[config.mk]
export PLATFORM = sky130hd
export DESIGN_NAME = hsv_to_rgb_8bit
export DESIGN_NICKNAME = d
export VERILOG_FILES = /design/src/rtl/hsvrgb_pkg.sv /design/src/rtl/hsv_to_rgb_8bit.sv /design/src/rtl/hsvrgb_div43.sv
export SDC_FILE = /design/constraint.sdc
export NUM_CORES = 1
export LEC_CHECK = 0
export BUFFER_PORTS_ARGS = -buffer_cell sky130_fd_sc_hd__buf_4
export CORE_ASPECT_RATIO = 1.25
export CORE_UTILIZATION = 40
export DETAILED_ROUTE_END_ITERATION = 8
export GPL_TIMING_DRIVEN = 1
export PLACE_DENSITY = 0.54
export SETUP_SLACK_MARGIN = 0.4
export SLEW_MARGIN = 15
export SYNTH_ARGS = -nofsm -noshare
export SYNTH_HDL_FRONTEND = slang
export SYNTH_SLANG_ARGS = --single-unit
[constraint.sdc]
create_clock -name clk -period 10.67 [get_ports clk]
set_clock_uncertainty 0.05 [all_clocks]
set_input_delay 1.6005 -clock clk [delete_from_list [all_inputs] [get_ports clk]]
set_output_delay 1.6005 -clock clk [all_outputs]
set_load 0.02 [all_outputs]
[src/rtl/hsvrgb_pkg.sv]
// Shared constants and types for the HSV to RGB converter.
package hsvrgb_pkg;

    localparam int unsigned SECTOR_SPAN = 43;
    localparam logic [7:0]  FULL_LEVEL  = 8'd255;
    localparam logic [2:0]  FRAC_SCALE  = 3'd6;

    // Reciprocal of the sector span: floor(n * RECIP_MUL / 2^RECIP_SHIFT) equals
    // n / 43 for every 16-bit n.
    localparam logic [15:0] RECIP_MUL   = 16'd48771;
    localparam int unsigned RECIP_SHIFT = 21;
    localparam int unsigned QUOT_W      = 32 - RECIP_SHIFT;

    typedef struct packed {
        logic       valid;
        logic [7:0] sector;
        logic [7:0] frac;
    } hsvrgb_div_t;

endpackage

[src/rtl/hsv_to_rgb_8bit.sv]
// Top level of the pipelined integer HSV to 8-bit RGB converter.
// One item is taken on every clock in which start is high; busy is always low, since the
// pipeline never stalls. The result passes stages A to D and the output register, then
// appears on red, green and blue, marked by done for exactly one cycle, and a new result can
// follow on every cycle. The pipeline is made of the hue division (two stages), the two rows
// of 8x8 products and the final channel select, each in a register stage of its own.
module hsv_to_rgb_8bit (
    input  logic        clk,
    input  logic        rst_n,
    input  logic        start,
    output logic        busy,
    input  logic [15:0] hue,
    input  logic [7:0]  saturation,
    input  logic [7:0]  brightness,
    output logic        done,
    output logic [7:0]  red,
    output logic [7:0]  green,
    output logic [7:0]  blue
);
    import hsvrgb_pkg::*;

    typedef enum logic [7:0] {
        SECT_RED_YEL  = 8'd0,
        SECT_YEL_GRN  = 8'd1,
        SECT_GRN_CYN  = 8'd2,
        SECT_CYN_BLU  = 8'd3,
        SECT_BLU_MAG  = 8'd4,
        SECT_MAG_RED  = 8'd5
    } sector_t;

    hsvrgb_div_t div_out;

    // Stage A
    logic        vld_a_reg;
    logic [7:0]  sat_a_reg;
    logic [7:0]  val_a_reg;
    logic [15:0] p_prod_a_reg;
    // Stage B
    logic        vld_b_reg;
    logic [7:0]  sat_b_reg;
    logic [7:0]  val_b_reg;
    logic [7:0]  p_b_reg;
    // Stage C
    logic        vld_c_reg;
    logic [7:0]  sat_c_reg;
    logic [7:0]  val_c_reg;
    logic [7:0]  p_c_reg;
    logic [7:0]  sector_c_reg;
    logic [15:0] sf_c_reg;
    logic [15:0] sif_c_reg;
    // Stage D
    logic        vld_d_reg;
    logic [7:0]  sat_d_reg;
    logic [7:0]  val_d_reg;
    logic [7:0]  p_d_reg;
    logic [7:0]  sector_d_reg;
    logic [15:0] q_prod_d_reg;
    logic [15:0] t_prod_d_reg;
    // Output
    logic        done_reg;
    logic [7:0]  red_reg;
    logic [7:0]  green_reg;
    logic [7:0]  blue_reg;

    logic [7:0]  q_lvl;
    logic [7:0]  t_lvl;
    logic [7:0]  red_next;
    logic [7:0]  green_next;
    logic [7:0]  blue_next;

    hsvrgb_div43 u_div (
        .clk      (clk),
        .rst_n    (rst_n),
        .in_valid (start),
        .hue      (hue),
        .result   (div_out)
    );

    always_comb
    begin
        q_lvl = q_prod_d_reg[15:8];
        t_lvl = t_prod_d_reg[15:8];
        if (sat_d_reg == 8'd0)
        begin
            red_next   = val_d_reg;
            green_next = val_d_reg;
            blue_next  = val_d_reg;
        end
        else
        begin
            case (sector_d_reg)
                SECT_RED_YEL:
                begin
                    red_next = val_d_reg; green_next = t_lvl;     blue_next = p_d_reg;
                end
                SECT_YEL_GRN:
                begin
                    red_next = q_lvl;     green_next = val_d_reg; blue_next = p_d_reg;
                end
                SECT_GRN_CYN:
                begin
                    red_next = p_d_reg;   green_next = val_d_reg; blue_next = t_lvl;
                end
                SECT_CYN_BLU:
                begin
                    red_next = p_d_reg;   green_next = q_lvl;     blue_next = val_d_reg;
                end
                SECT_BLU_MAG:
                begin
                    red_next = t_lvl;     green_next = p_d_reg;   blue_next = val_d_reg;
                end
                SECT_MAG_RED:
                begin
                    red_next = val_d_reg; green_next = p_d_reg;   blue_next = q_lvl;
                end
                default:
                begin
                    // Hues whose truncated sector number lies beyond the six sectors come out black.
                    red_next = 8'd0;      green_next = 8'd0;      blue_next = 8'd0;
                end
            endcase
        end
    end

    always_ff @(posedge clk or negedge rst_n)
    begin
        if (!rst_n)
        begin
            vld_a_reg <= 1'b0;
            vld_b_reg <= 1'b0;
            vld_c_reg <= 1'b0;
            vld_d_reg <= 1'b0;
            done_reg  <= 1'b0;
        end
        else
        begin
            vld_a_reg <= start;
            vld_b_reg <= vld_a_reg;
            vld_c_reg <= vld_b_reg & div_out.valid;
            vld_d_reg <= vld_c_reg;
            done_reg  <= vld_d_reg;
        end
    end

    always_ff @(posedge clk)
    begin
        sat_a_reg    <= saturation;
        val_a_reg    <= brightness;
        p_prod_a_reg <= 16'(brightness) * 16'(FULL_LEVEL - saturation);

        sat_b_reg    <= sat_a_reg;
        val_b_reg    <= val_a_reg;
        p_b_reg      <= p_prod_a_reg[15:8];

        sat_c_reg    <= sat_b_reg;
        val_c_reg    <= val_b_reg;
        p_c_reg      <= p_b_reg;
        sector_c_reg <= div_out.sector;
        sf_c_reg     <= 16'(sat_b_reg) * 16'(div_out.frac);
        sif_c_reg    <= 16'(sat_b_reg) * 16'(FULL_LEVEL - div_out.frac);

        sat_d_reg    <= sat_c_reg;
        val_d_reg    <= val_c_reg;
        p_d_reg      <= p_c_reg;
        sector_d_reg <= sector_c_reg;
        q_prod_d_reg <= 16'(val_c_reg) * 16'(FULL_LEVEL - sf_c_reg[15:8]);
        t_prod_d_reg <= 16'(val_c_reg) * 16'(FULL_LEVEL - sif_c_reg[15:8]);

        red_reg      <= red_next;
        green_reg    <= green_next;
        blue_reg     <= blue_next;
    end

    assign busy  = 1'b0;
    assign done  = done_reg;
    assign red   = red_reg;
    assign green = green_reg;
    assign blue  = blue_reg;

endmodule

[src/rtl/hsvrgb_div43.sv]
// Two-stage pipelined division of the hue by the sector span.
module hsvrgb_div43 (
    input  logic                      clk,
    input  logic                      rst_n,
    input  logic                      in_valid,
    input  logic [15:0]               hue,
    output hsvrgb_pkg::hsvrgb_div_t   result
);
    import hsvrgb_pkg::*;

    logic                vld1_reg;
    logic [31:0]         prod_reg;
    logic [15:0]         hue1_reg;
    logic                vld2_reg;
    logic [7:0]          sector_reg;
    logic [7:0]          frac_reg;

    logic [QUOT_W-1:0]   quot;
    logic [15:0]         quot_times_span;
    logic [15:0]         rem_full;
    logic [7:0]          frac_next;

    always_comb
    begin
        quot            = prod_reg[31 -: QUOT_W];
        quot_times_span = 16'(quot) * 16'(SECTOR_SPAN);
        rem_full        = hue1_reg - quot_times_span;
        // The remainder is below 43, so six times it fits in eight bits.
        frac_next       = 8'(rem_full[5:0]) * 8'(FRAC_SCALE);
    end

    always_ff @(posedge clk or negedge rst_n)
    begin
        if (!rst_n)
        begin
            vld1_reg <= 1'b0;
            vld2_reg <= 1'b0;
        end
        else
        begin
            vld1_reg <= in_valid;
            vld2_reg <= vld1_reg;
        end
    end

    always_ff @(posedge clk)
    begin
        prod_reg   <= 32'(hue) * 32'(RECIP_MUL);
        hue1_reg   <= hue;
        sector_reg <= quot[7:0];
        frac_reg   <= frac_next;
    end

    assign result.valid  = vld2_reg;
    assign result.sector = sector_reg;
    assign result.frac   = frac_reg;

endmodule
==> impl_metrics.py <==
metrics = {
    "synth": {
        "synth_top_cell_area_share": 0.275,
        "yosys_most_used_dff": "dfxtp_1",
        "yosysTopAreaCell": "fa_1",
        "synth_fp_nets": 2452,
        "syn_inst": 1869,
        "synth_cell_types": 54,
        "synthTopCellsByArea": "fa_1 27%, dfxtp_1 21%, ha_1 19%",
        "yosysWarnings": 0,
        "synthArstFlopShare": 0.0248,
        "synth-seq-cells": 202,
        "ys_seq_area_frac": 0.217,
        "syn_area_mm2": 0.0187,
        "synth-edff-count": 0,
        "syn_avg_cell_area_um2": 10.0,
    },
    "floorplan": {
        "chipWidth_um": 196,
        "io_pins": 61,
        "start_util": 0.406,
        "dieArea_mm2": 0.0477,
        "rows": 88,
        "coreArea_mm2": 0.0461,
        "fp.dieH_um": 244,
    },
    "global_route": {
        "grt_pass1_vias": 13151,
        "grt_overflow": 0,
        "track_usage": 0.167,
        "grt_max_degree": 25,
        "grt_pass1_wl_mm": 64.0,
        "antenna_found_initial": 0,
    },
    "setup_path": {
        "crit_path_max_fanout": 6,
        "worstReg2RegStart": "val_c_reg[4]$_DFF_P_",
        "crit_required_ns": 11.05,
        "crit_chain": "buf_4, inv_1, fa_1, fa_1, inv_1, fa_1, fa_1, inv_1, fa_1, fa_1, inv_1, ha_1, a21oi_1, o211ai_1, a211oi_1, a211oi_1, o21ai_1, and2_1, o311ai_1",
        "startpoint": "hue[5]",
        "cp-start-kind": "primary input",
        "critPathCapture": "u_div.prod_reg[26]$_DFF_P_",
        "crit_type": "in -> reg",
        "arrival_ns": 6.64,
        "reg2regPathDepth": 16,
        "r2r_end": "q_prod_d_reg[15]$_DFF_P_",
        "cp_slowest_cell": "fa_1",
        "cp_common_cell": "fa_1",
        "r2r_slack_ns": 5.55,
        "max_stage_delay_ns": 0.55,
        "end_kind": "flop",
    },
    "route": {
        "drc": 0,
        "drtIter0Drc": 406,
        "routed_wl_mm": 38.0,
        "wire_per_inst_um": 15.1,
        "firstDrtPassIters": 4,
        "vias": 12027,
        "ant_nets": 0,
        "via_per_inst": 4.77,
    },
    "clock_tree": {
        "clk_pin_slew_worst_paths_ns": 0.06,
        "cts_made_buffers": 23,
        "cts_tree": "built",
        "clkSinkCount": 202,
        "insertion_delay_ns": 0.53,
        "clock-root-buffer": "clkbuf_16",
        "cts_resized": 0,
        "cts_max_level": 1,
        "cts_setup_buffers": 0,
        "clockBufferDepth": 3,
        "holdBufCountCts": 0,
    },
    "cells_and_area": {
        "area.growth.synth_to_final_pct": 10.2,
        "antenna_cells": 0,
        "stdcell_area_mm2": 0.0206,
        "final_cells": 2523,
        "drive_gt1_frac": 0.0614,
        "nets": 2506,
        "fillCellCount": 4460,
    },
    "run": {
        "max_cap_viol_count": 0,
    },
    "timing": {
        "worstMarginPinSlew_ns": 1.01,
        "min_period_over_period": 0.587,
        "grt_setup_unrepaired": "false",
        "hold_viol": 0,
        "fmax_mhz": 160,
        "slew_violations": 0,
        "setup_tns_ns": 0,
        "period_minus_slack_ns": 6.26,
        "slew_headroom": 0.322,
        "finalSetupViolCount": 0,
    },
    "place": {
        "hpwl_mm": 31.2,
        "dp.cells": 2483,
        "numPortBuffers": 59,
        "placed_area_mm2": 0.0198,
        "gp_congestion": 0.883,
    },
    "outcome": {
        "status": "complete, no violations",
    },
    "min_path": {
        "min_path_type": "reg -> reg",
    },
}
critical path, delay by kind of cell:
family | cells | cell delay [ns]
AND/OR/NAND/NOR | 1 | 0.22
buffers and inverters | 5 | 0.43
AO/OA/AOI/OAI | 6 | 1.24
adder cells (fa/ha/maj) | 7 | 3.17
Yosys cell counts (4+ instances only):
cell,number
xor2_1,27
inv_1,414
o211ai_1,4
xnor2_1,48
dfrtp_1,5
nand2b_1,114
nor2_1,55
o21ai_0,11
fa_1,257
a211oi_1,8
nor3_1,6
o21ai_1,34
and2_1,23
a21oi_1,59
o31ai_1,5
nor4_1,5
a22o_1,24
clkbuf_1,32
o21bai_1,7
nand2_1,72
o21a_1,6
dfxtp_1,197
a21o_1,12
ha_1,291
nor2b_1,110
kinds of logic (layout without fill, tap and decap cells):
kind of cell             Yosys count  count (layout)  synth area share
flip-flops                       202             202             0.217
other                              1               1          0.000200
buffers and inverters            450             519            0.0906
multiplexers                       1               1          0.000535
adder cells (fa/ha/maj)          548             548             0.469
XOR/XNOR                          75              75            0.0351
AO/OA/AOI/OAI                    187             187            0.0666
AND/OR/NAND/NOR                  405             405             0.120
cell type report:
| cell class | instances | area [µm²] | area share |
|---|---|---|---|
| repair buffers | 65 | 488 | 0.0237 |
| clock buffers | 26 | 607 | 0.0294 |
| inverters | 414 | 1550 | 0.0753 |
| clock inverters | 14 | 215 | 0.0104 |
| well taps | 585 | 732 | 0.0355 |
| multi-input cells | 1217 | 13000 | 0.628 |
| flip-flops and latches | 202 | 4070 | 0.197 |
stage by stage:
step                setup slack (ns)  hold slack, ns   util
floorplan                       4.34           0.260      -
global placement                3.89           0.260  0.429
detailed placement              3.86           0.262  0.429
CTS                             4.42           0.275  0.447
global route                    4.12           0.279  0.447
finish                          4.41           0.271  0.447
routing by layer:
| metal | global-route usage | share of wire | wire length [µm] |
|---|---|---|---|
| met5 | 0 | 0 | 0 |
| met4 | 0.0452 | 0.024 | 901 |
| met3 | 0.0137 | 0.021 | 799 |
| met2 | 0.329 | 0.54 | 20600 |
| met1 | 0.189 | 0.41 | 15700 |
layout by cell type (no fill, tap or decap), drive strengths merged, types with 6 or more instances in the layout:
master / count
nor2b: 110
o21ai: 46
inv: 419
dfxtp: 197
fa: 257
clkbuf: 26
and2: 24
buf: 65
xor2: 27
a211oi: 9
ha: 291
o21a: 6
xnor2: 48
a22o: 24
nand2: 72
a21oi: 59
a21o: 12
nor2: 55
o21bai: 7
nor3: 7
nand2b: 114
worst min-delay path by stage:
| stage | slack [ns] | cells after the start | start | end |
|---|---|---|---|---|
| floorplan | 0.26 | 0 | p_prod_a_reg[8]$_DFF_P_ | p_b_reg[0]$_DFF_P_ |
| global placement | 0.26 | 0 | u_div.sector_reg[5]$_DFF_P_ | sector_c_reg[5]$_DFF_P_ |
| detailed placement | 0.26 | 0 | sat_a_reg[1]$_DFF_P_ | sat_b_reg[1]$_DFF_P_ |
| CTS | 0.27 | 0 | u_div.sector_reg[5]$_DFF_P_ | sector_c_reg[5]$_DFF_P_ |
| global route | 0.28 | 0 | val_b_reg[5]$_DFF_P_ | val_c_reg[5]$_DFF_P_ |
| finish | 0.27 | 0 | val_a_reg[3]$_DFF_P_ | val_b_reg[3]$_DFF_P_ |
Power is left out: the tool's default activity adds up to more than one toggle a clock period on the data nets, which glitch-free logic cannot reach.
